==> src/hid_keyboard_event_queue_top_macros.svh <==
// ----------------------------------------------------------------------------
// Assertion macros for the keyboard event queue.
// Each macro checks a property on the rising clock edge, outside of reset.
// ----------------------------------------------------------------------------
`ifndef HID_KEYBOARD_EVENT_QUEUE_TOP_MACROS_SVH
`define HID_KEYBOARD_EVENT_QUEUE_TOP_MACROS_SVH

// The consequent must hold in the same cycle as the antecedent.
`define HKQ_ASSERT_SAME(label, ante, cons) \
    label: assert property (@(posedge clk) disable iff (!rst_n) (ante) |-> (cons)) \
        else $error("keyboard event queue check failed");

// The consequent must hold in the cycle after the antecedent.
`define HKQ_ASSERT_NEXT(label, ante, cons) \
    label: assert property (@(posedge clk) disable iff (!rst_n) (ante) |=> (cons)) \
        else $error("keyboard event queue check failed");

`endif

==> src/hkq_pkg.sv <==
// ----------------------------------------------------------------------------
// hkq_pkg
// Types, codes and the key code decoder of the keyboard event queue.
// ----------------------------------------------------------------------------
`timescale 1ns / 1ps

package hkq_pkg;

    localparam int NUM_SLOTS = 6;
    localparam int SLOT_W    = 3;
    localparam int CODE_W    = 8;
    localparam int KIND_W    = 4;
    localparam int CHAR_W    = 7;
    localparam int EVENT_W   = KIND_W + CHAR_W;

    typedef enum logic [1:0] {
        MODE_REPORT = 2'd0,
        MODE_POLL   = 2'd1,
        MODE_ATTACH = 2'd2,
        MODE_DETACH = 2'd3
    } mode_t;

    typedef enum logic [KIND_W-1:0] {
        KIND_CHAR      = 4'd0,
        KIND_ENTER     = 4'd1,
        KIND_ESC       = 4'd2,
        KIND_BACKSPACE = 4'd3,
        KIND_UP        = 4'd4,
        KIND_DOWN      = 4'd5,
        KIND_LEFT      = 4'd6,
        KIND_RIGHT     = 4'd7,
        KIND_TAB       = 4'd8,
        KIND_SHIFT_TAB = 4'd9
    } kind_t;

    typedef enum logic [1:0] {
        ST_IDLE,
        ST_SCAN,
        ST_POLL,
        ST_RESP
    } state_t;

    // Shift bits of the modifier byte: left shift and right shift.
    localparam logic [CODE_W-1:0] SHIFT_MASK = 8'h22;

    // Shifted symbols of the digit keys 1 through 9.
    localparam logic [CHAR_W-1:0] DIGIT_SHIFT [0:8] = '{
        7'h21, 7'h40, 7'h23, 7'h24, 7'h25, 7'h5E, 7'h26, 7'h2A, 7'h28
    };

    typedef struct packed {
        logic [1:0]        mode;
        logic [CODE_W-1:0] modifier_bits;
        logic [CODE_W-1:0] key_code_a;
        logic [CODE_W-1:0] key_code_b;
        logic [CODE_W-1:0] key_code_c;
        logic [CODE_W-1:0] key_code_d;
        logic [CODE_W-1:0] key_code_e;
        logic [CODE_W-1:0] key_code_f;
    } in_item_t;

    typedef struct packed {
        logic              event_valid;
        logic [KIND_W-1:0] event_kind;
        logic [CHAR_W-1:0] event_char;
        logic              keyboard_present;
    } out_item_t;

    typedef struct packed {
        logic load_item;
        logic scan_step;
        logic read_mem;
        logic load_out;
    } ctrl_cmd_t;

    typedef struct packed {
        logic new_report;
        logic new_poll;
        logic scan_last;
        logic out_free;
    } ctrl_sts_t;

    typedef struct packed {
        logic              hit;
        logic [KIND_W-1:0] kind;
        logic [CHAR_W-1:0] ch;
    } decode_t;

    // Maps one usage code to an event. hit is low for codes that make no event.
    function automatic decode_t decode_key(logic [CODE_W-1:0] code, logic shift);
        decode_t           d;
        logic [CODE_W-1:0] t;
        d.hit  = 1'b1;
        d.kind = KIND_CHAR;
        d.ch   = '0;
        t      = '0;
        case (code)
            8'h28, 8'h58: d.kind = KIND_ENTER;
            8'h29:        d.kind = KIND_ESC;
            8'h2A:        d.kind = KIND_BACKSPACE;
            8'h52:        d.kind = KIND_UP;
            8'h51:        d.kind = KIND_DOWN;
            8'h50:        d.kind = KIND_LEFT;
            8'h4F:        d.kind = KIND_RIGHT;
            8'h2B:        d.kind = shift ? KIND_SHIFT_TAB : KIND_TAB;
            8'h27:        d.ch = shift ? 7'h29 : 7'h30;
            8'h55:        d.ch = 7'h2A;
            8'h57:
            begin
                // Keypad add gives an asterisk only with shift held.
                d.ch  = 7'h2A;
                d.hit = shift;
            end
            8'h2D:        d.ch = shift ? 7'h5F : 7'h2D;
            8'h2E:        d.ch = shift ? 7'h2B : 7'h3D;
            8'h37, 8'h63: d.ch = 7'h2E;
            default:
            begin
                if (code inside {[8'h04:8'h1D]})
                begin
                    t    = code + (shift ? 8'h3D : 8'h5D);
                    d.ch = t[CHAR_W-1:0];
                end
                else if (code inside {[8'h1E:8'h26]})
                begin
                    t    = code - 8'h1E;
                    d.ch = shift ? DIGIT_SHIFT[t[3:0]] : (7'h31 + t[CHAR_W-1:0]);
                end
                else
                begin
                    d.hit = 1'b0;
                end
            end
        endcase
        return d;
    endfunction

endpackage

==> src/hkq_ctrl.sv <==
// ----------------------------------------------------------------------------
// hkq_ctrl
// Sequencer for one request: accept, report scan or poll read, then result.
// ----------------------------------------------------------------------------
`timescale 1ns / 1ps

module hkq_ctrl (
    input  logic               clk,
    input  logic               rst_n,
    input  logic               item_valid,
    output logic               item_stall,
    input  hkq_pkg::ctrl_sts_t sts,
    output hkq_pkg::ctrl_cmd_t cmd
);

    hkq_pkg::state_t state_reg;
    hkq_pkg::state_t state_next;

    always_ff @(posedge clk or negedge rst_n)
    begin
        if (!rst_n)
        begin
            state_reg <= hkq_pkg::ST_IDLE;
        end
        else
        begin
            state_reg <= state_next;
        end
    end

    always_comb
    begin
        state_next = state_reg;
        cmd        = '0;
        item_stall = 1'b1;
        case (state_reg)
            hkq_pkg::ST_IDLE:
            begin
                item_stall = 1'b0;
                if (item_valid)
                begin
                    cmd.load_item = 1'b1;
                    if (sts.new_report)
                    begin
                        state_next = hkq_pkg::ST_SCAN;
                    end
                    else if (sts.new_poll)
                    begin
                        state_next = hkq_pkg::ST_POLL;
                    end
                    else
                    begin
                        state_next = hkq_pkg::ST_RESP;
                    end
                end
            end
            hkq_pkg::ST_SCAN:
            begin
                cmd.scan_step = 1'b1;
                if (sts.scan_last)
                begin
                    state_next = hkq_pkg::ST_RESP;
                end
            end
            hkq_pkg::ST_POLL:
            begin
                cmd.read_mem = 1'b1;
                state_next   = hkq_pkg::ST_RESP;
            end
            hkq_pkg::ST_RESP:
            begin
                if (sts.out_free)
                begin
                    cmd.load_out = 1'b1;
                    state_next   = hkq_pkg::ST_IDLE;
                end
            end
            default:
            begin
                state_next = hkq_pkg::ST_IDLE;
            end
        endcase
    end

endmodule

==> src/hkq_datapath.sv <==
// ----------------------------------------------------------------------------
// hkq_datapath
// Held keys, slot scan and decode, event ring memory and result register.
// ----------------------------------------------------------------------------
`timescale 1ns / 1ps

`include "hid_keyboard_event_queue_top_macros.svh"

module hkq_datapath #(
    parameter int QUEUE_DEPTH = 32
) (
    input  logic               clk,
    input  logic               rst_n,
    input  hkq_pkg::in_item_t  item,
    input  hkq_pkg::ctrl_cmd_t cmd,
    output hkq_pkg::ctrl_sts_t sts,
    output logic               result_valid,
    input  logic               result_stall,
    output hkq_pkg::out_item_t result
);

    localparam int PTR_W = $clog2(QUEUE_DEPTH);
    localparam logic [PTR_W-1:0] PTR_LAST = PTR_W'(QUEUE_DEPTH - 1);

    logic [hkq_pkg::CODE_W-1:0]  keys_reg [hkq_pkg::NUM_SLOTS];
    logic [hkq_pkg::CODE_W-1:0]  prev_reg [hkq_pkg::NUM_SLOTS];
    logic [hkq_pkg::EVENT_W-1:0] mem_array [QUEUE_DEPTH];
    logic [hkq_pkg::EVENT_W-1:0] rd_data_reg;
    logic [hkq_pkg::SLOT_W-1:0]  slot_reg;
    logic [PTR_W-1:0]            wp_reg;
    logic [PTR_W-1:0]            rp_reg;
    logic [PTR_W-1:0]            wp_inc;
    logic [PTR_W-1:0]            rp_inc;
    logic [1:0]                  mode_reg;
    logic                        shift_reg;
    logic                        connected_reg;
    logic                        poll_hit_reg;
    logic                        out_valid_reg;
    hkq_pkg::out_item_t          out_reg;
    hkq_pkg::out_item_t          out_next;
    hkq_pkg::decode_t            dec;
    logic [hkq_pkg::CODE_W-1:0]  cur_code;
    logic                        held;
    logic                        full;
    logic                        empty;
    logic                        wr_en;
    logic                        rd_hit;
    logic [hkq_pkg::KIND_W-1:0]  rd_kind;

    assign wp_inc = (wp_reg == PTR_LAST) ? '0 : wp_reg + 1'b1;
    assign rp_inc = (rp_reg == PTR_LAST) ? '0 : rp_reg + 1'b1;
    assign full   = (wp_inc == rp_reg);
    assign empty  = (wp_reg == rp_reg);

    // Slot under scan, its held-before check and its event.
    always_comb
    begin
        case (slot_reg)
            3'd0:    cur_code = keys_reg[0];
            3'd1:    cur_code = keys_reg[1];
            3'd2:    cur_code = keys_reg[2];
            3'd3:    cur_code = keys_reg[3];
            3'd4:    cur_code = keys_reg[4];
            3'd5:    cur_code = keys_reg[5];
            default: cur_code = '0;
        endcase
        held = 1'b0;
        for (int i = 0; i < hkq_pkg::NUM_SLOTS; i++)
        begin
            if (prev_reg[i] == cur_code)
            begin
                held = 1'b1;
            end
        end
    end

    assign dec    = hkq_pkg::decode_key(cur_code, shift_reg);
    assign wr_en  = cmd.scan_step && (cur_code != '0) && !held && dec.hit && !full;
    assign rd_hit = cmd.read_mem && !empty;

    assign sts.new_report = (item.mode == hkq_pkg::MODE_REPORT);
    assign sts.new_poll   = (item.mode == hkq_pkg::MODE_POLL);
    assign sts.scan_last  = (slot_reg == 3'(hkq_pkg::NUM_SLOTS - 1));
    assign sts.out_free   = !out_valid_reg || !result_stall;

    // Request payload.
    always_ff @(posedge clk)
    begin
        if (cmd.load_item)
        begin
            mode_reg    <= item.mode;
            shift_reg   <= |(item.modifier_bits & hkq_pkg::SHIFT_MASK);
            keys_reg[0] <= item.key_code_a;
            keys_reg[1] <= item.key_code_b;
            keys_reg[2] <= item.key_code_c;
            keys_reg[3] <= item.key_code_d;
            keys_reg[4] <= item.key_code_e;
            keys_reg[5] <= item.key_code_f;
        end
    end

    // Control state: slot counter, pointers, held keys and connected flag.
    always_ff @(posedge clk or negedge rst_n)
    begin
        if (!rst_n)
        begin
            slot_reg      <= '0;
            wp_reg        <= '0;
            rp_reg        <= '0;
            connected_reg <= 1'b0;
            poll_hit_reg  <= 1'b0;
            for (int i = 0; i < hkq_pkg::NUM_SLOTS; i++)
            begin
                prev_reg[i] <= '0;
            end
        end
        else
        begin
            if (cmd.load_item)
            begin
                slot_reg <= '0;
                // A poll leaves the connected flag as it is.
                if (item.mode == hkq_pkg::MODE_DETACH)
                begin
                    connected_reg <= 1'b0;
                    for (int i = 0; i < hkq_pkg::NUM_SLOTS; i++)
                    begin
                        prev_reg[i] <= '0;
                    end
                end
                else if (item.mode != hkq_pkg::MODE_POLL)
                begin
                    connected_reg <= 1'b1;
                end
            end
            if (cmd.scan_step)
            begin
                slot_reg <= slot_reg + 1'b1;
                if (sts.scan_last)
                begin
                    prev_reg <= keys_reg;
                end
            end
            if (wr_en)
            begin
                wp_reg <= wp_inc;
            end
            if (cmd.read_mem)
            begin
                poll_hit_reg <= !empty;
            end
            if (rd_hit)
            begin
                rp_reg <= rp_inc;
            end
        end
    end

    // Event ring memory, one write port and one registered read port.
    always_ff @(posedge clk)
    begin
        if (wr_en)
        begin
            mem_array[wp_reg] <= {dec.ch, dec.kind};
        end
    end

    always_ff @(posedge clk)
    begin
        if (cmd.read_mem)
        begin
            rd_data_reg <= mem_array[rp_reg];
        end
    end

    assign rd_kind = rd_data_reg[hkq_pkg::KIND_W-1:0];

    always_comb
    begin
        out_next                  = '0;
        out_next.keyboard_present = connected_reg;
        if ((mode_reg == hkq_pkg::MODE_POLL) && poll_hit_reg)
        begin
            out_next.event_valid = 1'b1;
            out_next.event_kind  = rd_kind;
            if (rd_kind == hkq_pkg::KIND_CHAR)
            begin
                out_next.event_char = rd_data_reg[hkq_pkg::EVENT_W-1:hkq_pkg::KIND_W];
            end
        end
    end

    always_ff @(posedge clk or negedge rst_n)
    begin
        if (!rst_n)
        begin
            out_valid_reg <= 1'b0;
        end
        else if (cmd.load_out)
        begin
            out_valid_reg <= 1'b1;
        end
        else if (!result_stall)
        begin
            out_valid_reg <= 1'b0;
        end
    end

    always_ff @(posedge clk)
    begin
        if (cmd.load_out)
        begin
            out_reg <= out_next;
        end
    end

    assign result_valid = out_valid_reg;
    assign result       = out_reg;

    `HKQ_ASSERT_SAME(a_no_write_when_full, wr_en, !full)
    `HKQ_ASSERT_SAME(a_scan_in_range, cmd.scan_step, slot_reg <= 3'(hkq_pkg::NUM_SLOTS - 1))
    `HKQ_ASSERT_NEXT(a_read_moves_pointer, rd_hit, rp_reg != $past(rp_reg))
    `HKQ_ASSERT_SAME(a_load_only_when_free, cmd.load_out, !out_valid_reg || !result_stall)

endmodule

==> src/hid_keyboard_event_queue_top.sv <==
// A keyboard report passes through accept, six slot scan steps through the shared
// decoder, and result; a poll passes through accept, event memory read and result;
// attach and detach pass through accept and result. The sequencer takes one request
// at a time, and a new one waits until the previous request has left the result
// state. Reset is asynchronous, active low, and empties the queue, clears the held
// keys and the connected flag; the event memory itself is not cleared.
// ----------------------------------------------------------------------------
// hid_keyboard_event_queue_top
// Boot keyboard report decoder that turns new key presses into queued events.
// ----------------------------------------------------------------------------
`timescale 1ns / 1ps

module hid_keyboard_event_queue_top #(
    parameter int QUEUE_DEPTH = 32
) (
    input  logic               clk,
    input  logic               rst_n,
    input  logic               item_valid,
    output logic               item_stall,
    input  hkq_pkg::in_item_t  item,
    output logic               result_valid,
    input  logic               result_stall,
    output hkq_pkg::out_item_t result
);

    // The controller and the datapath talk only through these two groups.
    // The command group tells the datapath when to take a request, when to
    // step the slot scan, when to read the event memory and when to load the
    // result register. The status group reports the kind of the incoming
    // request, the last slot of the scan and whether the result register can
    // take a new result.
    hkq_pkg::ctrl_cmd_t cmd;
    hkq_pkg::ctrl_sts_t sts;

    // The sequencer holds one request at a time. A finished result sits in
    // the output register, so a new request can be taken while the previous
    // result still waits for the downstream side.
    hkq_ctrl u_ctrl (
        .clk        (clk),
        .rst_n      (rst_n),
        .item_valid (item_valid),
        .item_stall (item_stall),
        .sts        (sts),
        .cmd        (cmd)
    );

    // The datapath scans one report slot per cycle: it checks the code against
    // the keys held in the previous report, decodes it and, when the ring has
    // room, writes the event. One slot of the ring always stays empty, so a
    // full ring drops new events. Polls read the oldest event through the
    // registered read port of the event memory.
    hkq_datapath #(
        .QUEUE_DEPTH (QUEUE_DEPTH)
    ) u_datapath (
        .clk          (clk),
        .rst_n        (rst_n),
        .item         (item),
        .cmd          (cmd),
        .sts          (sts),
        .result_valid (result_valid),
        .result_stall (result_stall),
        .result       (result)
    );

endmodule

==> config.mk <==
export PLATFORM = sky130hd
export DESIGN_NAME = hid_keyboard_event_queue_top
export DESIGN_NICKNAME = d
export VERILOG_FILES = /design/src/hkq_pkg.sv /design/src/hkq_ctrl.sv /design/src/hkq_datapath.sv /design/src/hid_keyboard_event_queue_top.sv
export VERILOG_INCLUDE_DIRS = /design/src /design/src/src
export SDC_FILE = /design/constraint.sdc
export NUM_CORES = 1
export LEC_CHECK = 0
export ABC_AREA = 1
export BUFFER_PORTS_ARGS = -buffer_cell sky130_fd_sc_hd__buf_2
export CAP_MARGIN = 25
export CORE_MARGIN = 8
export CORE_UTILIZATION = 38
export DETAILED_ROUTE_END_ITERATION = 8
export PLACE_DENSITY = 0.51
export SLEW_MARGIN = 10
export SYNTH_ARGS = -nofsm -noshare
export SYNTH_HDL_FRONTEND = slang
export SYNTH_HIERARCHICAL = 1
export SYNTH_SLANG_ARGS = --single-unit
==> constraint.sdc <==
create_clock -name clk -period 8.9 [get_ports clk]
set_input_delay 0.89 -clock clk [delete_from_list [all_inputs] [get_ports clk]]
set_output_delay 0.89 -clock clk [all_outputs]
set_load 0.05 [all_outputs]
==> summary.txt <==
Worst setup path
  – Critical Path Slowest Stage Cell: sky130_fd_sc_hd__nor2_1
  – Most frequent CP cell: sky130_fd_sc_hd__nand2_1
  – Data required time of the critical path: 9.13 ns
  – Critical path startpoint category: flip-flop
  – Worst Setup End Kind: flip-flop
  – Gate family responsible for the most delay along the worst path: simple AND/OR/NAND/NOR gates
  – Crit path DAT: 5.54 ns
  – Number of buffer and inverter stages on the critical path: 6
  – CP max FO: 33
  – Series of cell instances along the critical path: inv_1, ha_1, inv_1, nor2_4, nand2_1, nand2_1, inv_1, nand2_1, nand2_4, inv_2, ha_1, inv_1, nor2_1, nand3_1, nand2_1, buf_4, nor2_1, nand2_1, nor2_2, nand2_4, nand3_4, nor2_1
  – Crit path kind: flip-flop to flip-flop
  – Delay contributed by the slowest stage of the critical path: 0.85 ns

STA
  – Fmax: 188 MHz
  – Hold Violations, Final: 0
  – Final setup fails: 0
  – Measured slew at the worst slew-check pin: 1.06 ns
  – Total Negative Setup Slacks: 0 ns
  – Unrepaired setup endpoints after global routing: no
  – Fin. max-slew vios: 0
  – Worst setup skew after layout: 0.0236 ns
  – Final period utilization: 0.597
  – Relative slew margins: 0.292
  – Final min period: 5.31 ns
  – Final hold slack: 0.110 ns

GRT
  – Antenna violations before repair: 0
  – Via count of the first global-routing pass: 15000
  – Maximum number of pins on one net before global-route repair: 94
  – Tot GR Track Use: 0.175
  – Global-route wire length before repair: 90500 microns
  – Remaining Overflow, GRT: 0

Logic synthesis
  – Number of warnings printed during yosys synthesis: 6
  – Number of enable-type register cells in the synthesized netlist: 427
  – Post-synthesis async set-or-reset flop share: 0.134
  – Sequential area share after synthesis: 0.655
  – Total nets after synthesis: 2129
  – Post-synthesis register bit count: 493
  – Most used flip-flop cell after synthesis: sky130_fd_sc_hd__edfxtp_1
  – Summed instance area of the synthesized netlist: 22100 sq um
  – Post-synthesis cell count: 2039
  – Average cell area after synthesis: 10.8 sq um
  – Distinct cell type count of the synthesized netlist: 45

Floorplanning
  – Overall die width: 257 microns
  – Die Ht: 257 microns
  – Initial core utilization: 0.384
  – Site Rows: 88
  – DIE AREA: 66100 sq um
  – Ports placed on the boundary: 77
  – Placeable Area: 57600 sq um

Clocking
  – Clock slew at the register clock pins of the worst setup and hold paths: 0.06 ns
  – Number of sinks handled by clock tree synthesis: 493
  – Maximum level of the CTS H-tree: 2
  – Post-CTS setup buffer count: 0
  – Clock latency on the worst-skew pair: 0.62 ns
  – Total of cells resized after clock tree synthesis: 0
  – CTS tree: yes
  – Clock buffer count from CTS: 54
  – Root Buffer Master: sky130_fd_sc_hd__clkbuf_16
  – Number of buffers inserted for hold repair after clock tree synthesis: 0
  – Maximum count of clock buffers along a single path: 3

Route
  – DR pass1 iterations: 5
  – Sum of routed wire length over all layers: 59000 microns
  – Average wire per standard cell: 20.1 microns
  – Via count: 15200
  – Count of unresolved DRC violations after routing: 0
  – Post-DRT Antenna Nets: 0
  – Mean number of vias per cell: 5.19
  – First DRT Iteration DRCs: 1085

Job
  – MaxCap Viol Count: 0

Layout
  – Fin nets: 2206
  – Number of flip-flops in the largest register: 352
  – Fill cell total of the finished layout: 5429
  – Commonest cells after routing, fill and taps aside: sky130_fd_sc_hd__edfxtp_1 (427), sky130_fd_sc_hd__nand2_1 (351), sky130_fd_sc_hd__nor2_1 (300), sky130_fd_sc_hd__o21ai_0 (202), sky130_fd_sc_hd__nand3_1 (153)
  – Share of layout cells above drive strength 1: 0.131
  – Area growth from synthesis to layout: 14.2%
  – Most common cell after layout, fill and taps aside: sky130_fd_sc_hd__edfxtp_1

Min path
  – Hold WC Path Type: input pin to asynchronous set/reset pin

Pwr
  – Sequential share of power: 0.351
  – Internal portion of total power: 5.89 mW
  – Switching power share of the total: 0.430
  – NetSw: 4.44 mW
  – Worst vdd ir: 0.343 mV
  – Cell area power density: 409 nW/um^2
  – Total power: 10.3 mW
  – Power share of the clock group: 0.219
  – Static Leakage: 9.51 nW
  – Combinational fraction of design power: 0.431

Placement
  – Port Buffers: 70
  – Global placer's final weighted congestion: 0.856
  – Final HPWL DP: 37200 microns

Status
  – Run status: finished, final reports clean
[cell families (layout without fill, tap and decap cells)]
| logic type | count (synthesis) | in the layout | synth area share |
|---|---|---|---|
| xor gates and xnor gates | 24 | 24 | 0.00951 |
| adders and majority gates | 28 | 28 | 0.0158 |
| other | 0 | 1 | 0 |
| buffers and inverters | 247 | 369 | 0.0451 |
| DFF | 493 | 493 | 0.655 |
| AOI/OAI and AO/OA | 358 | 358 | 0.0974 |
| and+or+nand+nor | 889 | 889 | 0.177 |
[power by group through the flow]
stage	registers [mW]	logic, mW	clock network, mW
detailed placement	3.67	4.48	0
floorplan	3.65	2.85	0
CTS	3.62	4.50	2.32
finish	3.62	4.45	2.26
global placement	3.67	4.35	0
global route	3.65	4.91	2.41
[metal layers]
layer	GRT usage	vias up	part of all wire
met4	0.0869	0	0.047
met3	0.0230	116	0.042
met5	0	-	0
met2	0.290	421	0.48
met1	0.224	7338	0.43
li1	-	7318	-
[Yosys cell counts (2+ instances only)]
| cell | instances | share of area |
|---|---|---|
| sky130_fd_sc_hd__a21oi_1 | 11 | 0.0025 |
| sky130_fd_sc_hd__a221oi_1 | 2 | 0.00079 |
| sky130_fd_sc_hd__buf_1 | 3 | 0.00051 |
| sky130_fd_sc_hd__buf_2 | 4 | 0.00091 |
| sky130_fd_sc_hd__buf_4 | 3 | 0.0010 |
| sky130_fd_sc_hd__buf_6 | 7 | 0.0036 |
| sky130_fd_sc_hd__clkbuf_1 | 88 | 0.015 |
| sky130_fd_sc_hd__clkinv_1 | 5 | 0.00085 |
| sky130_fd_sc_hd__dfrtp_1 | 66 | 0.075 |
| sky130_fd_sc_hd__edfxtp_1 | 427 | 0.58 |
| sky130_fd_sc_hd__ha_1 | 28 | 0.016 |
| sky130_fd_sc_hd__inv_1 | 125 | 0.021 |
| sky130_fd_sc_hd__inv_2 | 12 | 0.0020 |
| sky130_fd_sc_hd__nand2_1 | 351 | 0.060 |
| sky130_fd_sc_hd__nand2_2 | 13 | 0.0037 |
| sky130_fd_sc_hd__nand2_4 | 12 | 0.0061 |
| sky130_fd_sc_hd__nand2_8 | 2 | 0.0018 |
| sky130_fd_sc_hd__nand3_1 | 154 | 0.035 |
| sky130_fd_sc_hd__nand3_2 | 5 | 0.0023 |
| sky130_fd_sc_hd__nand3_4 | 4 | 0.0032 |
| sky130_fd_sc_hd__nand4_1 | 16 | 0.0045 |
| sky130_fd_sc_hd__nor2_1 | 303 | 0.051 |
| sky130_fd_sc_hd__nor2_2 | 8 | 0.0023 |
| sky130_fd_sc_hd__nor2_4 | 6 | 0.0031 |
| sky130_fd_sc_hd__nor3_1 | 9 | 0.0020 |
| sky130_fd_sc_hd__nor3b_1 | 2 | 0.00068 |
| sky130_fd_sc_hd__o211ai_1 | 9 | 0.0031 |
| sky130_fd_sc_hd__o21ai_0 | 202 | 0.046 |
| sky130_fd_sc_hd__o221ai_1 | 36 | 0.014 |
| sky130_fd_sc_hd__o22ai_1 | 56 | 0.016 |
| sky130_fd_sc_hd__o31ai_1 | 26 | 0.0088 |
| sky130_fd_sc_hd__o32ai_1 | 8 | 0.0032 |
| sky130_fd_sc_hd__or2_2 | 2 | 0.00057 |
| sky130_fd_sc_hd__xnor2_1 | 2 | 0.00079 |
| sky130_fd_sc_hd__xor2_1 | 22 | 0.0087 |
[per-stage QoR]
stage	setup WS, ns	area [sq um]	utilization	std cells
detailed placement	3.50	23400	0.406	2815
CTS	3.51	25200	0.437	2916
global placement	3.49	23200	0.402	2793
global route	3.30	25200	0.438	2926
floorplan	4.55	22100	-	2039
finish	3.59	25200	0.438	2927
[cell type report]
| type | count | area [sq um] | area share |
|---|---|---|---|
| Clock buffer | 66 | 1400 | 0.0553 |
| Sequential cell | 493 | 14500 | 0.574 |
| Clock inverter | 35 | 390 | 0.0155 |
| Tap cell | 765 | 957 | 0.0379 |
| Multi-Input combinational cell | 1299 | 6660 | 0.264 |
| Antenna cell | 1 | 2.50 | 0.0000991 |
| Inverter | 142 | 536 | 0.0212 |
| Timing Repair Buffer | 126 | 830 | 0.0329 |
[final timing paths]
| kind | start | end | slack (ns) | depth (start not counted) |
|---|---|---|---|---|
| hold / removal | rst_n | u_datapath/prev_reg[33] | 0.11 | 1 |
| hold reg to reg | u_datapath/keys_reg[19] | u_datapath/prev_reg[19] | 0.47 | 2 |
| max in group asynchronous | rst_n | u_datapath/rp_reg[0] | 7.68 | 2 |
| setup reg to reg | u_datapath/slot_reg[1] | u_datapath/mem_array[24][10] | 3.59 | 22 |
| setup / recovery | u_datapath/slot_reg[1] | u_datapath/mem_array[24][10] | 3.59 | 22 |
| min in group clk | item[36] | u_datapath/keys_reg[36] | 0.45 | 1 |
Power figures use the tool's default switching activity.
